`config.mk`:
```
export PLATFORM = sky130hd
export DESIGN_NAME = oscillator_temp_compensation_flat
export DESIGN_NICKNAME = d
export VERILOG_FILES = /design/src/rtl/core/otc_pkg.sv /design/src/rtl/core/otc_if.sv /design/src/rtl/core/oscillator_temp_compensation.sv /design/src/rtl/core/otc_mul.sv /design/src/flat_wrapper.sv
export VERILOG_INCLUDE_DIRS = /design/src /design/src/rtl/core
export SDC_FILE = /design/constraint.sdc
export NUM_CORES = 2
export LEC_CHECK = 0
export ABC_CLOCK_PERIOD_IN_PS = 12050
export BUFFER_PORTS_ARGS = -buffer_cell sky130_fd_sc_hd__buf_2
export CORE_MARGIN = 3
export CORE_UTILIZATION = 48
export CTS_BUF_LIST = sky130_fd_sc_hd__clkbuf_4
export CTS_CLUSTER_SIZE = 14
export DETAILED_ROUTE_END_ITERATION = 10
export HOLD_SLACK_MARGIN = 0.06
export PLACE_DENSITY = 0.75
export SETUP_SLACK_MARGIN = 0.15
export SLEW_MARGIN = 20
export SYNTH_ARGS = -nofsm -noshare
export SYNTH_HDL_FRONTEND = slang
export SYNTH_SLANG_ARGS = --single-unit
```
`constraint.sdc`:
```
create_clock -name i_clk -period 12.05 [get_ports i_clk]
set_clock_uncertainty 0.15 [all_clocks]
set_input_delay 1.205 -clock i_clk [delete_from_list [all_inputs] [get_ports i_clk]]
set_output_delay 1.205 -clock i_clk [all_outputs]
set_load 0.005 [all_outputs]
```
`src/rtl/core/assert_macros.svh`:
```
// Assertion macros shared by the RTL of the compensation block.
`ifndef ASSERT_MACROS_SVH
`define ASSERT_MACROS_SVH
`ifndef SYNTHESIS
// Same-cycle implication, checked at every rising edge out of reset.
`define ASSERT_IMPLIES(label, clk, rst_n, ante, cons) \
    label: assert property (@(posedge clk) disable iff (!rst_n) (ante) |-> (cons)) \
        else $error("assertion failed: ante implies cons");
// Next-cycle implication, checked at every rising edge out of reset.
`define ASSERT_NEXT(label, clk, rst_n, ante, cons) \
    label: assert property (@(posedge clk) disable iff (!rst_n) (ante) |=> (cons)) \
        else $error("assertion failed: ante implies cons next cycle");
`else
`define ASSERT_IMPLIES(label, clk, rst_n, ante, cons)
`define ASSERT_NEXT(label, clk, rst_n, ante, cons)
`endif
`endif

```
`src/rtl/core/otc_pkg.sv`:
```
// Package of the temperature compensation block: widths, constants, table, types.
package otc_pkg;

    localparam int TABLE_DEPTH_DEF = 100;
    localparam int ROM_ENTRIES     = 100;
    localparam int E4_SCALE        = 10000;

    localparam int RAW_W   = 16;
    localparam int TEMP_W  = 22;
    localparam int CORR_W  = 9;
    localparam int DIFF_W  = 10;
    localparam int FRAC_W  = 14;
    localparam int ADDR_W  = 8;
    localparam int QUOT_W  = 10;
    localparam int MUL_W   = 25;
    localparam int PROD_W  = 2 * MUL_W;

    // Reciprocal of 10000 scaled by 2^37; exact for dividends below 2^23.
    localparam int               RECIP_SH = 37;
    localparam logic [23:0]      RECIP_M  = 24'd13743896;

    localparam int CFG_IDX_W = 1;
    localparam int CFG_DAT_W = 1;
    localparam logic [CFG_IDX_W-1:0] CFG_ENABLE = 1'd0;
    localparam logic [CFG_IDX_W-1:0] CFG_MODE   = 1'd1;

    localparam logic signed [CORR_W-1:0] CORR_ROM [ROM_ENTRIES] = '{
        -9'sd165, -9'sd162, -9'sd160, -9'sd157, -9'sd155,
        -9'sd152, -9'sd150, -9'sd148, -9'sd144, -9'sd142,
        -9'sd136, -9'sd132, -9'sd130, -9'sd129, -9'sd126,
        -9'sd121, -9'sd116, -9'sd112, -9'sd108, -9'sd103,
        -9'sd99,  -9'sd95,  -9'sd90,  -9'sd86,  -9'sd81,
        -9'sd75,  -9'sd70,  -9'sd66,  -9'sd61,  -9'sd57,
        -9'sd53,  -9'sd46,  -9'sd42,  -9'sd38,  -9'sd32,
        -9'sd28,  -9'sd25,  -9'sd20,  -9'sd17,  -9'sd13,
        -9'sd9,   -9'sd5,   -9'sd2,   9'sd1,    9'sd4,
        9'sd7,    9'sd10,   9'sd12,   9'sd15,   9'sd16,
        9'sd18,   9'sd20,   9'sd21,   9'sd22,   9'sd23,
        9'sd23,   9'sd24,   9'sd23,   9'sd23,   9'sd22,
        9'sd21,   9'sd20,   9'sd18,   9'sd16,   9'sd14,
        9'sd11,   9'sd7,    9'sd3,    -9'sd1,   -9'sd5,
        -9'sd11,  -9'sd17,  -9'sd24,  -9'sd31,  -9'sd38,
        -9'sd45,  -9'sd52,  -9'sd58,  -9'sd67,  -9'sd71,
        -9'sd77,  -9'sd83,  -9'sd89,  -9'sd95,  -9'sd102,
        -9'sd108, -9'sd115, -9'sd121, -9'sd127, -9'sd134,
        -9'sd141, -9'sd147, -9'sd153, -9'sd159, -9'sd166,
        -9'sd177, -9'sd184, -9'sd190, -9'sd197, -9'sd203
    };

    // Table read; addresses past the stored entries return the last entry.
    function automatic logic signed [CORR_W-1:0] rom_read(input logic [ADDR_W-1:0] addr);
        logic [6:0] a;
        a = (addr >= ADDR_W'(ROM_ENTRIES)) ? 7'(ROM_ENTRIES - 1) : addr[6:0];
        return CORR_ROM[a];
    endfunction

    // Operand pair for the shared multiplier.
    typedef struct packed {
        logic                    en;
        logic signed [MUL_W-1:0] a;
        logic signed [MUL_W-1:0] b;
    } t_mul_req;

endpackage

```
`src/rtl/core/otc_if.sv`:
```
// Handshake channel interfaces: reading in, result out, register write.
interface otc_in_if;
    logic                              valid;
    logic                              ready;
    logic signed [otc_pkg::RAW_W-1:0]  raw_reading;
    logic                              read_ok;

    modport source (output valid, output raw_reading, output read_ok, input ready);
    modport sink   (input valid, input raw_reading, input read_ok, output ready);
endinterface

interface otc_out_if;
    logic                              valid;
    logic                              ready;
    logic                              measured;
    logic signed [otc_pkg::TEMP_W-1:0] temperature_e4;
    logic signed [otc_pkg::CORR_W-1:0] correction;
    logic                              correction_changed;

    modport source (output valid, output measured, output temperature_e4,
                    output correction, output correction_changed, input ready);
    modport sink   (input valid, input measured, input temperature_e4,
                    input correction, input correction_changed, output ready);
endinterface

interface otc_cfg_if;
    logic                                 valid;
    logic                                 ready;
    logic [otc_pkg::CFG_IDX_W-1:0]        index;
    logic [otc_pkg::CFG_DAT_W-1:0]        data;

    modport source (output valid, output index, output data, input ready);
    modport sink   (input valid, input index, input data, output ready);
endinterface

```
`src/rtl/core/oscillator_temp_compensation.sv`:
```
// Top level of the oscillator temperature compensation block.
// Sequence: a reading with correction passes S_IDLE, S_TQ, S_MD, S_MQ, S_FIN; with the
// correction held (mode off) S_IDLE, S_TQ, S_FIN; when ignored S_IDLE, S_FIN. One shared
// multiplier sets this: scale, interpolate, divide by 10000 each take one pass through it.
// A new reading is accepted only back in S_IDLE, and S_FIN waits for a free output slot.
// Reset (synchronous, active low) clears the held temperature and correction and both registers.
`include "assert_macros.svh"

module oscillator_temp_compensation #(
    parameter int TABLE_DEPTH = otc_pkg::TABLE_DEPTH_DEF
) (
    input  logic            i_clk,
    input  logic            i_rst_n,
    otc_in_if.sink          i_in,
    otc_out_if.source       o_out,
    otc_cfg_if.sink         i_cfg
);

    // Sequencer states
    localparam logic [2:0] S_IDLE = 3'd0;  // wait for a reading; scale it in the multiplier
    localparam logic [2:0] S_TQ   = 3'd1;  // form t, index, fraction, table entries
    localparam logic [2:0] S_MD   = 3'd2;  // multiply difference by fraction
    localparam logic [2:0] S_MQ   = 3'd3;  // multiply magnitude by reciprocal of 10000
    localparam logic [2:0] S_FIN  = 3'd4;  // finish and load the output word

    localparam logic [otc_pkg::ADDR_W-1:0] IDX_MAX = otc_pkg::ADDR_W'(TABLE_DEPTH - 2);
    localparam logic [otc_pkg::FRAC_W-1:0] FRAC_END = otc_pkg::FRAC_W'(otc_pkg::E4_SCALE);

    // Configuration
    logic r_en;
    logic r_mode;

    // Held state
    logic signed [otc_pkg::CORR_W-1:0] r_last_corr;
    logic signed [otc_pkg::TEMP_W-1:0] r_last_temp;

    // Work registers
    logic [2:0]                        r_state;
    logic signed [otc_pkg::RAW_W-1:0]  r_raw;
    logic                              r_meas;
    logic                              r_do_corr;
    logic signed [otc_pkg::TEMP_W-1:0] r_temp;
    logic signed [otc_pkg::CORR_W-1:0] r_base;
    logic signed [otc_pkg::DIFF_W-1:0] r_diff;
    logic [otc_pkg::FRAC_W-1:0]        r_frac;
    logic                              r_neg;

    // Output word
    logic                              r_out_valid;
    logic                              r_out_meas;
    logic signed [otc_pkg::TEMP_W-1:0] r_out_temp;
    logic signed [otc_pkg::CORR_W-1:0] r_out_corr;
    logic                              r_out_chg;

    // Shared multiplier
    otc_pkg::t_mul_req                 w_req;
    logic signed [otc_pkg::PROD_W-1:0] w_prod;

    otc_mul u_mul (
        .i_clk  (i_clk),
        .i_req  (w_req),
        .o_prod (w_prod)
    );

    logic w_accept;
    logic w_meas_in;
    logic w_out_free;
    logic w_load;

    assign w_accept   = i_in.valid && i_in.ready;
    assign w_meas_in  = r_en && i_in.read_ok;
    assign w_out_free = !r_out_valid || o_out.ready;
    // Load the output word from the finish state once the slot frees up
    assign w_load     = (r_state == S_FIN) && w_out_free;

    // t = raw * 10000 / 256, truncated toward zero: bias negatives by 255 before the shift
    logic signed [29:0]                w_p30;
    logic signed [29:0]                w_biased;
    logic signed [otc_pkg::TEMP_W-1:0] w_t;
    logic [21:0]                       w_frac_full;
    logic [otc_pkg::ADDR_W-1:0]        w_idx_raw;
    logic [otc_pkg::ADDR_W-1:0]        w_idx;
    logic [otc_pkg::FRAC_W-1:0]        w_frac;
    logic signed [otc_pkg::CORR_W-1:0] w_base;
    logic signed [otc_pkg::CORR_W-1:0] w_next;

    assign w_p30       = w_prod[29:0];
    assign w_biased    = w_p30 + {22'd0, {8{w_p30[29]}}};
    assign w_t         = w_biased[29:8];
    // Fraction of a degree in 1/10000 units comes from the low byte alone
    assign w_frac_full = 22'(r_raw[7:0]) * 22'(otc_pkg::E4_SCALE);
    assign w_idx_raw   = {1'b0, r_raw[14:8]};

    always_comb begin
        if (r_raw[otc_pkg::RAW_W-1]) begin
            // Below zero: pin to the first entry
            w_idx  = '0;
            w_frac = '0;
        end else if (w_idx_raw > IDX_MAX) begin
            // Past the end: pin to the last interval start
            w_idx  = IDX_MAX;
            w_frac = '0;
        end else begin
            w_idx  = w_idx_raw;
            w_frac = w_frac_full[21:8];
        end
    end

    assign w_base = otc_pkg::rom_read(w_idx);
    assign w_next = otc_pkg::rom_read(w_idx + 1'b1);

    // Magnitude of diff * frac for the reciprocal pass
    logic signed [23:0] w_pd;
    logic [23:0]        w_mag;

    assign w_pd  = w_prod[23:0];
    assign w_mag = w_pd[23] ? 24'(-w_pd) : 24'(w_pd);

    // Interpolated correction
    logic [otc_pkg::QUOT_W-1:0] w_quot;
    logic signed [10:0]         w_step;
    logic signed [10:0]         w_comp11;
    logic signed [otc_pkg::CORR_W-1:0] w_comp;
    logic                       w_changed;

    assign w_quot    = w_prod[otc_pkg::RECIP_SH + otc_pkg::QUOT_W - 1:otc_pkg::RECIP_SH];
    assign w_step    = r_neg ? -$signed({1'b0, w_quot}) : $signed({1'b0, w_quot});
    assign w_comp11  = {{2{r_base[otc_pkg::CORR_W-1]}}, r_base} + w_step;
    assign w_comp    = w_comp11[otc_pkg::CORR_W-1:0];
    assign w_changed = r_do_corr && (w_comp != r_last_corr);

    // Multiplier operand selection
    always_comb begin
        w_req.en = 1'b0;
        w_req.a  = '0;
        w_req.b  = '0;
        case (r_state)
            S_IDLE: begin
                w_req.en = w_accept;
                w_req.a  = otc_pkg::MUL_W'(i_in.raw_reading);
                w_req.b  = otc_pkg::MUL_W'(otc_pkg::E4_SCALE);
            end
            S_MD: begin
                w_req.en = 1'b1;
                w_req.a  = otc_pkg::MUL_W'(r_diff);
                w_req.b  = $signed({{(otc_pkg::MUL_W - otc_pkg::FRAC_W){1'b0}}, r_frac});
            end
            S_MQ: begin
                w_req.en = 1'b1;
                w_req.a  = $signed({1'b0, w_mag});
                w_req.b  = $signed({1'b0, otc_pkg::RECIP_M});
            end
            default: begin
                w_req.en = 1'b0;
            end
        endcase
    end

    // Registers writable only while idle; hold off a write while a reading is in work
    assign i_cfg.ready = (r_state == S_IDLE);

    always_ff @(posedge i_clk) begin
        if (!i_rst_n) begin
            r_en   <= 1'b0;
            r_mode <= 1'b0;
        end else if (i_cfg.valid && i_cfg.ready) begin
            case (i_cfg.index)
                otc_pkg::CFG_ENABLE: r_en   <= i_cfg.data[0];
                otc_pkg::CFG_MODE:   r_mode <= i_cfg.data[0];
                default: ;
            endcase
        end
    end

    // Sequencer
    always_ff @(posedge i_clk) begin
        if (!i_rst_n) begin
            r_state     <= S_IDLE;
            r_last_corr <= '0;
            r_last_temp <= '0;
            r_out_valid <= 1'b0;
        end else begin
            if (w_load) begin
                r_out_valid <= 1'b1;
            end else if (o_out.valid && o_out.ready) begin
                r_out_valid <= 1'b0;
            end
            case (r_state)
                S_IDLE: begin
                    if (w_accept) begin
                        r_raw     <= i_in.raw_reading;
                        r_meas    <= w_meas_in;
                        r_do_corr <= w_meas_in && r_mode;
                        // Ignored readings skip straight to the output
                        r_state   <= w_meas_in ? S_TQ : S_FIN;
                    end
                end
                S_TQ: begin
                    r_temp  <= w_t;
                    r_base  <= w_base;
                    r_diff  <= {w_next[otc_pkg::CORR_W-1], w_next}
                             - {w_base[otc_pkg::CORR_W-1], w_base};
                    r_frac  <= w_frac;
                    r_state <= r_do_corr ? S_MD : S_FIN;
                end
                S_MD: begin
                    r_state <= S_MQ;
                end
                S_MQ: begin
                    r_neg   <= w_prod[otc_pkg::PROD_W-1];
                    r_state <= S_FIN;
                end
                S_FIN: begin
                    // Hold here until the output slot frees up
                    if (w_out_free) begin
                        r_out_meas  <= r_meas;
                        r_out_chg   <= w_changed;
                        r_out_temp  <= r_meas ? r_temp : r_last_temp;
                        r_out_corr  <= w_changed ? w_comp : r_last_corr;
                        if (r_meas) begin
                            r_last_temp <= r_temp;
                        end
                        if (w_changed) begin
                            r_last_corr <= w_comp;
                        end
                        r_state <= S_IDLE;
                    end
                end
                default: begin
                    r_state <= S_IDLE;
                end
            endcase
        end
    end

    assign i_in.ready               = (r_state == S_IDLE);
    assign o_out.valid              = r_out_valid;
    assign o_out.measured           = r_out_meas;
    assign o_out.temperature_e4     = r_out_temp;
    assign o_out.correction         = r_out_corr;
    assign o_out.correction_changed = r_out_chg;

    // Checks
    `ASSERT_IMPLIES(a_chg_needs_meas, i_clk, i_rst_n, r_out_valid && r_out_chg, r_out_meas)
    `ASSERT_NEXT(a_busy_after_accept, i_clk, i_rst_n, i_in.valid && i_in.ready, !i_in.ready)
    `ASSERT_IMPLIES(a_frac_in_range, i_clk, i_rst_n, r_state == S_MD, r_frac < FRAC_END)

endmodule

```
`src/rtl/core/otc_mul.sv`:
```
// Shared signed multiplier with registered product.
module otc_mul (
    input  logic                                  i_clk,
    input  otc_pkg::t_mul_req                     i_req,
    output logic signed [otc_pkg::PROD_W-1:0]     o_prod
);

    logic signed [otc_pkg::PROD_W-1:0] r_prod;

    always_ff @(posedge i_clk) begin
        if (i_req.en) begin
            r_prod <= i_req.a * i_req.b;
        end
    end

    assign o_prod = r_prod;

endmodule
```
`src/flat_wrapper.sv`:
```
// flat-port wrapper written by rule: the top's interface ports become plain ports
module oscillator_temp_compensation_flat 
#(
    parameter int TABLE_DEPTH = otc_pkg::TABLE_DEPTH_DEF
)
  (i_clk, i_rst_n, i_in_valid, i_in_raw_reading, i_in_read_ok, i_in_ready, o_out_valid, o_out_measured, o_out_temperature_e4, o_out_correction, o_out_correction_changed, o_out_ready, i_cfg_valid, i_cfg_index, i_cfg_data, i_cfg_ready);
  otc_in_if i_in_i ();
  otc_out_if o_out_i ();
  otc_cfg_if i_cfg_i ();
  input  logic i_clk;
  input  logic i_rst_n;
  input wire logic [$bits(i_in_i.valid)-1:0] i_in_valid;
  input wire logic [$bits(i_in_i.raw_reading)-1:0] i_in_raw_reading;
  input wire logic [$bits(i_in_i.read_ok)-1:0] i_in_read_ok;
  output wire logic [$bits(i_in_i.ready)-1:0] i_in_ready;
  output wire logic [$bits(o_out_i.valid)-1:0] o_out_valid;
  output wire logic [$bits(o_out_i.measured)-1:0] o_out_measured;
  output wire logic [$bits(o_out_i.temperature_e4)-1:0] o_out_temperature_e4;
  output wire logic [$bits(o_out_i.correction)-1:0] o_out_correction;
  output wire logic [$bits(o_out_i.correction_changed)-1:0] o_out_correction_changed;
  input wire logic [$bits(o_out_i.ready)-1:0] o_out_ready;
  input wire logic [$bits(i_cfg_i.valid)-1:0] i_cfg_valid;
  input wire logic [$bits(i_cfg_i.index)-1:0] i_cfg_index;
  input wire logic [$bits(i_cfg_i.data)-1:0] i_cfg_data;
  output wire logic [$bits(i_cfg_i.ready)-1:0] i_cfg_ready;
  assign i_in_i.valid = i_in_valid;
  assign i_in_i.raw_reading = i_in_raw_reading;
  assign i_in_i.read_ok = i_in_read_ok;
  assign i_in_ready = i_in_i.ready;
  assign o_out_valid = o_out_i.valid;
  assign o_out_measured = o_out_i.measured;
  assign o_out_temperature_e4 = o_out_i.temperature_e4;
  assign o_out_correction = o_out_i.correction;
  assign o_out_correction_changed = o_out_i.correction_changed;
  assign o_out_i.ready = o_out_ready;
  assign i_cfg_i.valid = i_cfg_valid;
  assign i_cfg_i.index = i_cfg_index;
  assign i_cfg_i.data = i_cfg_data;
  assign i_cfg_ready = i_cfg_i.ready;
  oscillator_temp_compensation #(.TABLE_DEPTH(TABLE_DEPTH)) u_core (.i_clk(i_clk), .i_rst_n(i_rst_n), .i_in(i_in_i), .o_out(o_out_i), .i_cfg(i_cfg_i));
endmodule
```
# After elaboration in Yosys (flattened, before gate mapping)
# Memories as Yosys holds them, arrays and structs flattened.
# Index checks and enable logic that the tools add are counted.
# W data, S select, Z words.
[totals]
reg_bits = 194
rom_bits = 2304
in_bits = 24
output_inout_bits = 36
word_cells = 86
n_memories = 2
[memory_table]
columns = ["memory", "words", "width", "rd", "rd_clocked_by_memory_dff", "wr", "line_no", "source"]
rows = [
  ["(no name shown)", 128, 9, 1, 0, 0, "otc_pkg.sv:54", "return CORR_ROM[a];"],
  ["(no name shown)", 128, 9, 1, 0, 0, "otc_pkg.sv:54", ""],
]
[op_classes]
addsub = 6
multipliers = 2
order_cmp = 5
eq_ne = 7
n_mux = 21
bitwise_logic = 3
n_reduce_logical = 21
[ops]
columns = ["op", "count"]
rows = [
  ["$pmux W50 S3", 1],
  ["$mux W9", 6],
  ["$mul A25 B25 Y50", 1],
  ["$add A30 B8 Y30", 1],
  ["$mux W24", 1],
  ["$neg A24 Y24", 1],
  ["$mux W22", 1],
  ["$mux W7", 3],
  ["$mul A8 B10 Y18 const B", 1],
  ["$ge A8 B7 Y1 const B", 2],
  ["$ge A8 B8 Y1 const B", 2],
  ["$not A7 Y8", 2],
  ["$pmux W3 S5", 1],
  ["$mux W3", 4],
  ["$reduce_and A2 Y1", 6],
  ["$sub A9 B9 Y10", 1],
  ["$add A9 B9 Y9", 1],
  ["$ne A9 B9 Y1", 1],
  ["$neg A9 Y9", 1],
  ["$add A8 B1 Y8 const B", 1],
  ["$mux W8", 1],
  ["$gt A7 B7 Y1 const B", 1],
  ["$logic_and A1 B1 Y1", 7],
  ["$eq A3 B2 Y1 const B", 2],
  ["other kinds (13)", 16],
]

# Logic depth before layout (Yosys ltp)
[logic_depth]
depth_word = 11
mapped_depth = 35
ltp_nobuf = 35

# By module
# A second synthesis with hierarchy kept.
[unflattened]
cells_unflattened = 3780
hier_area_um2 = 36024.6
[by_module_without_submodules]
columns = ["module", "n_inst", "cells_each", "area_per_inst_um2", "seq_area_each_um2"]
rows = [
  ["otc_mul", 1, 2503, 24368.4, 1501.4],
  ["oscillator_temp_compensation", 1, 1277, 11656.2, 3953.8],
]

# Worst setup path before layout
# OpenSTA, ideal clock, no wires.
[synth_timing]
path_kind = "register to register"
from = "register u_core.u_mul.r_prod, in the netlist u_core.u_mul.o_prod[8]"
to = "register u_core.u_mul.r_prod, in the netlist u_core.u_mul.o_prod[40], data pin"
setup_time_ns = 0.262
arrival_ns = 8.390
required_ns = 11.638
setup_slack_ns = 3.248
stages_incl_launch_ff = 31
path_buffers = 0
synth_period_minus_slack_ns = 8.802
cell_sequence = "edfxtp_1 > or4_4 > or3_1 > or2_4 > or3_4 > nand2_1 > xor2_1 > nor2_1 > nor2_1 > nor2_1 > fa_1 > fa_1 > inv_1 > fa_1 > inv_1 > fa_1 > fa_1 > fa_1 > inv_1 > fa_1 > inv_1 > ha_1 > a21o_1 > a31o_2 > nor4_1 > a2111oi_0 > o31ai_1 > o21ai_0 > a21boi_0 > o21bai_1 > xor2_1"
[synth_via]
elab_chain_cells = 4
[synth_rtl]
columns = ["item", "line_no", "source"]
rows = [
  ["start: declaration", "otc_mul.sv:8", "logic signed [otc_pkg::PROD_W-1:0] r_prod;"],
  ["start signal: assignment", "otc_mul.sv:12", "r_prod <= i_req.a * i_req.b;"],
  ["$neg A24 Y24", "oscillator_temp_compensation.sv:117", "assign w_mag = w_pd[23] ? 24'(-w_pd) : 24'(w_pd);"],
  ["$mux W24 (*)", "oscillator_temp_compensation.sv:117", ""],
  ["$pmux W50 S3 (*)", "oscillator_temp_compensation.sv:137", "case (r_state)"],
  ["$mul A25 B25 Y50 (*)", "otc_mul.sv:12", ""],
]
# Every way passes the cells marked *; elsewhere a longest branch is shown, timed or not.
# A chain may end at the register's enable or synchronous reset.

# Final worst setup path
# Same ends and word-level chain as after synthesis.

==> metrics.md <==
| Metric | Value |
|---|---|
| Die Area | `65700 um^2` |
| # IOs | `60` |
| Mapped Cells | `about 3300` |
| Max Cap Viol | `0` |
| Largest net degree at the start of global routing | `between 40 and 50` |
| Predominant post-synthesis flop cell | `edfxtp_1` |
| Final Cycle Share | `between 80% and 90%` |
| Critical Path Start Type | `flip-flop` |
| Placed Cells incl. Taps | `4134` |
| Worst setup path startpoint | `u_core.u_mul.o_prod[8]` |
| Vias in the first global route | `between 20000 and 25000` |
| WS Path Type | `reg2reg` |
| Async SR Flop Fraction | `0%` |
| Cell row count | `between 90 and 100` |
| Post-synthesis cell type count | `83` |
| Port bufs | `59` |
| Multi-input gate area | `between 20000 and 25000 um^2` |
| Commonest cells in the netlist | `inv_1, fa_1, nand2_1` |
| Fin crit period | `~10000 ps` |
| Post-DRT Antenna Nets | `0` |
| CTS root buffer | `clkbuf_4` |
| Final Max Tran Viols | `0` |
| Slew @ Worst Pin | `approximately 1200 ps` |
| Synthesized cell area | `about 30000 um^2` |
| Setup TNS | `0 ps` |
| Reg2reg start | `u_core.u_mul.o_prod[8]` |
| Most used cell, CP | `fa_1` |
| Synth area leaders | `fa_1, edfxtp_1, ha_1` |
| GRT Overall Usage | `24.6%` |
| Worst path max stage delay | `approximately 630 ps` |
| Place WS | `around 2100 ps` |
| Final setup fails | `0` |
| Slowest-stage cell, CP | `nor2_1` |
| Max Root-Sink Buffers | `2` |
| Remaining global-route overflow | `0` |
| PD cells | `approximately 160 nW/um^2` |
| Final core utilization | `approximately half` |
| Setup WS post-layout | `around 2000 ps` |
| Worst hold start | `u_core.r_last_temp[20]` |
| Post-CTS Setup Inserts | `0` |
| Post-synthesis sequential area ratio | `between 15 and 20%` |
| Placed Area | `~31000 um^2` |
| Yosys warns | `0` |
| Layout cells sized above 1 | `6.52%` |
| Fill count | `5644` |
| Num Clock Sinks | `184` |
| Slew HR | `between 15 and 20%` |
| CTS Hold Buffers Added | `0` |
| DIE HEIGHT | `~260 um` |
| Mean number of vias per cell | `5.51` |
| Most frequent cell after synthesis | `inv_1` |
| Crit path arrival time | `slightly above 10000 ps` |
| Post-route design area | `roughly 32000 um^2` |
| Drt total wl | `79700 um` |
| F_max | `~99 MHz` |
| Initial antenna violation count | `5` |
| Critical path required time | `~12000 ps` |
| Die X | `around 260 um` |
| Crit. End Element | `flip-flop` |
| Worst hold margin | `327 ps` |
| Area Overhead vs Synth | `5.20%` |
| Peak VDD IR | `0.113 mV` |
| EDFF count, synth | `147` |
| RSZ-0062 raised after global routing | `false` |
| Design Power | `4.97 mW` |
| Hold Fails Final Rpt | `0` |
| GPL Wtd Cong | `between 0.9 and 1` |
| Outcome | `finished, final reports clean` |
| CP max FO | `8` |
| Clock latency on the worst-skew pair | `between 600 and 700 ps` |
| Resized cells post-CTS | `0` |
| CTS tree | `done` |
| H-tree Lvls | `4` |
| Largest area contributor in the netlist | `fa_1` |
| DP HPWL | `between 60000 and 70000 um` |
| Clock slew at reported path FFs | `around 160 ps` |
| Drt wl/cell | `19.1 um` |
| HP Class | `reg2reg` |
| Sequential standard cell area | `around 5200 um^2` |
| Pleak | `15.2 nW` |
| DRC Markers | `0` |
| Vias | `23000` |
| Yosys reg bits | `around 180` |
| First-pass GRT wire length | `between 100000 and 150000 um` |
| Number of DRC markers in iteration 0 | `2317` |
| Fin nets | `4102` |
| Post-synth top area share | `32.5%` |
| Drt pass-1 iters | `6` |
| Average size of a mapped cell | `around 9.1 um^2` |
| Initial Util | `between 40% and 50%` |
| Total core area | `61800 um^2` |
| Final Non-Filler Cells | `4170` |
| CTS Buf Count | `17` |
[registers in the layout, summed over array words and instances (netlist names)]
register,flops
u_core.r_raw,16
u_core.u_mul.o_prod,40
u_core.o_out.correction_changed,1
u_core.r_do_corr,1
u_core.o_out.temperature_e4,22
u_core.r_en,1
u_core.r_last_temp,22
u_core.r_frac,14
u_core.r_diff,10
u_core.r_neg,1
u_core.r_base,9
u_core.r_temp,22
u_core.r_meas,1
u_core.r_mode,1
u_core.o_out.valid,1
u_core.o_out.measured,1
u_core.r_last_corr,9
u_core.o_out.correction,9
u_core.r_state,3
[power breakdown]
group          switching (mW)  internal (mW)
combinational            2.13           1.47
sequential              0.148          0.895
clock                   0.242         0.0933
[routing by layer]
metal  vias up  part of all wire [%]  GRT usage (%)
met4         0                   5.1           10.8
met1     11200                    41           33.4
li1      10400                     -              -
met5         -                     0              0
met3       181                   9.6           4.72
met2      1099                    45           38.8
[cells by family after synthesis]
logic type,share of synthesized area [%]
other,0.0250
xor gates and xnor gates,4.03
muxes,1.96
adders and majority gates,43.8
and+or+nand+nor,12.0
buffers and inverters,10.8
AOI/OAI and AO/OA,10.2
DFF,17.1
[final timing paths]
kind	end	slack, ps	cells past startpoint
max	u_core.u_mul.o_prod[40]	1980	30
min	u_core.r_last_temp[20]	330	2
min reg2reg	u_core.r_last_temp[20]	330	2
max reg2reg	u_core.u_mul.o_prod[40]	1980	30
[critical path: cells and delay by family (launching register included)]
family | cells | cell delay [ps]
and+or+nand+nor | 9 | 3220
adders and majority gates | 8 | 3890
buffers and inverters | 4 | 210
AOI/OAI and AO/OA | 7 | 1620
DFF | 1 | 500
xor gates and xnor gates | 2 | 220
[area by class of cell]
| cell class | count | area share (%) |
|---|---|---|
| antenna | 3 | 0.0237 |
| multi-input combinational | 2271 | 68.7 |
| sequential | 184 | 16.3 |
| inverter | 738 | 8.75 |
| clock inverter | 14 | 0.407 |
| tap | 837 | 3.31 |
| timing repair buffer | 105 | 2.06 |
| clock buffer | 18 | 0.427 |
[cell usage in the layout, fill, tap and decap left out, types with 12 or more instances in the layout]
master    netlist  routed
nand2_1       323     323
o21a_1         18      18
a21o_1         31      31
fa_1          488     488
nor3_1         35      35
a21oi_1       109     109
buf_2           3      59
nand4_1        13      13
nor2_1        305     303
nand3_1        37      37
o211ai_1       12      12
o21ai_0       107     104
nand2b_1       19      19
xnor2_1        77      77
mux2_2         35      35
or2_2          14      14
and3_1         14      14
a211oi_1       22      21
ha_1          273     273
and2_1         22      22
inv_1         737     737
mux2i_1        18      18
xor2_1         55      55
nor2b_1        26      26
buf_4           2      45
dfxtp_1        37      37
edfxtp_1      147     147
o31ai_1        15      15
a21boi_0       33      33
o22ai_1        13      13
clkbuf_4        0      18
a31oi_1        19      19
No activity file was read; power rests on OpenSTA's default activity.
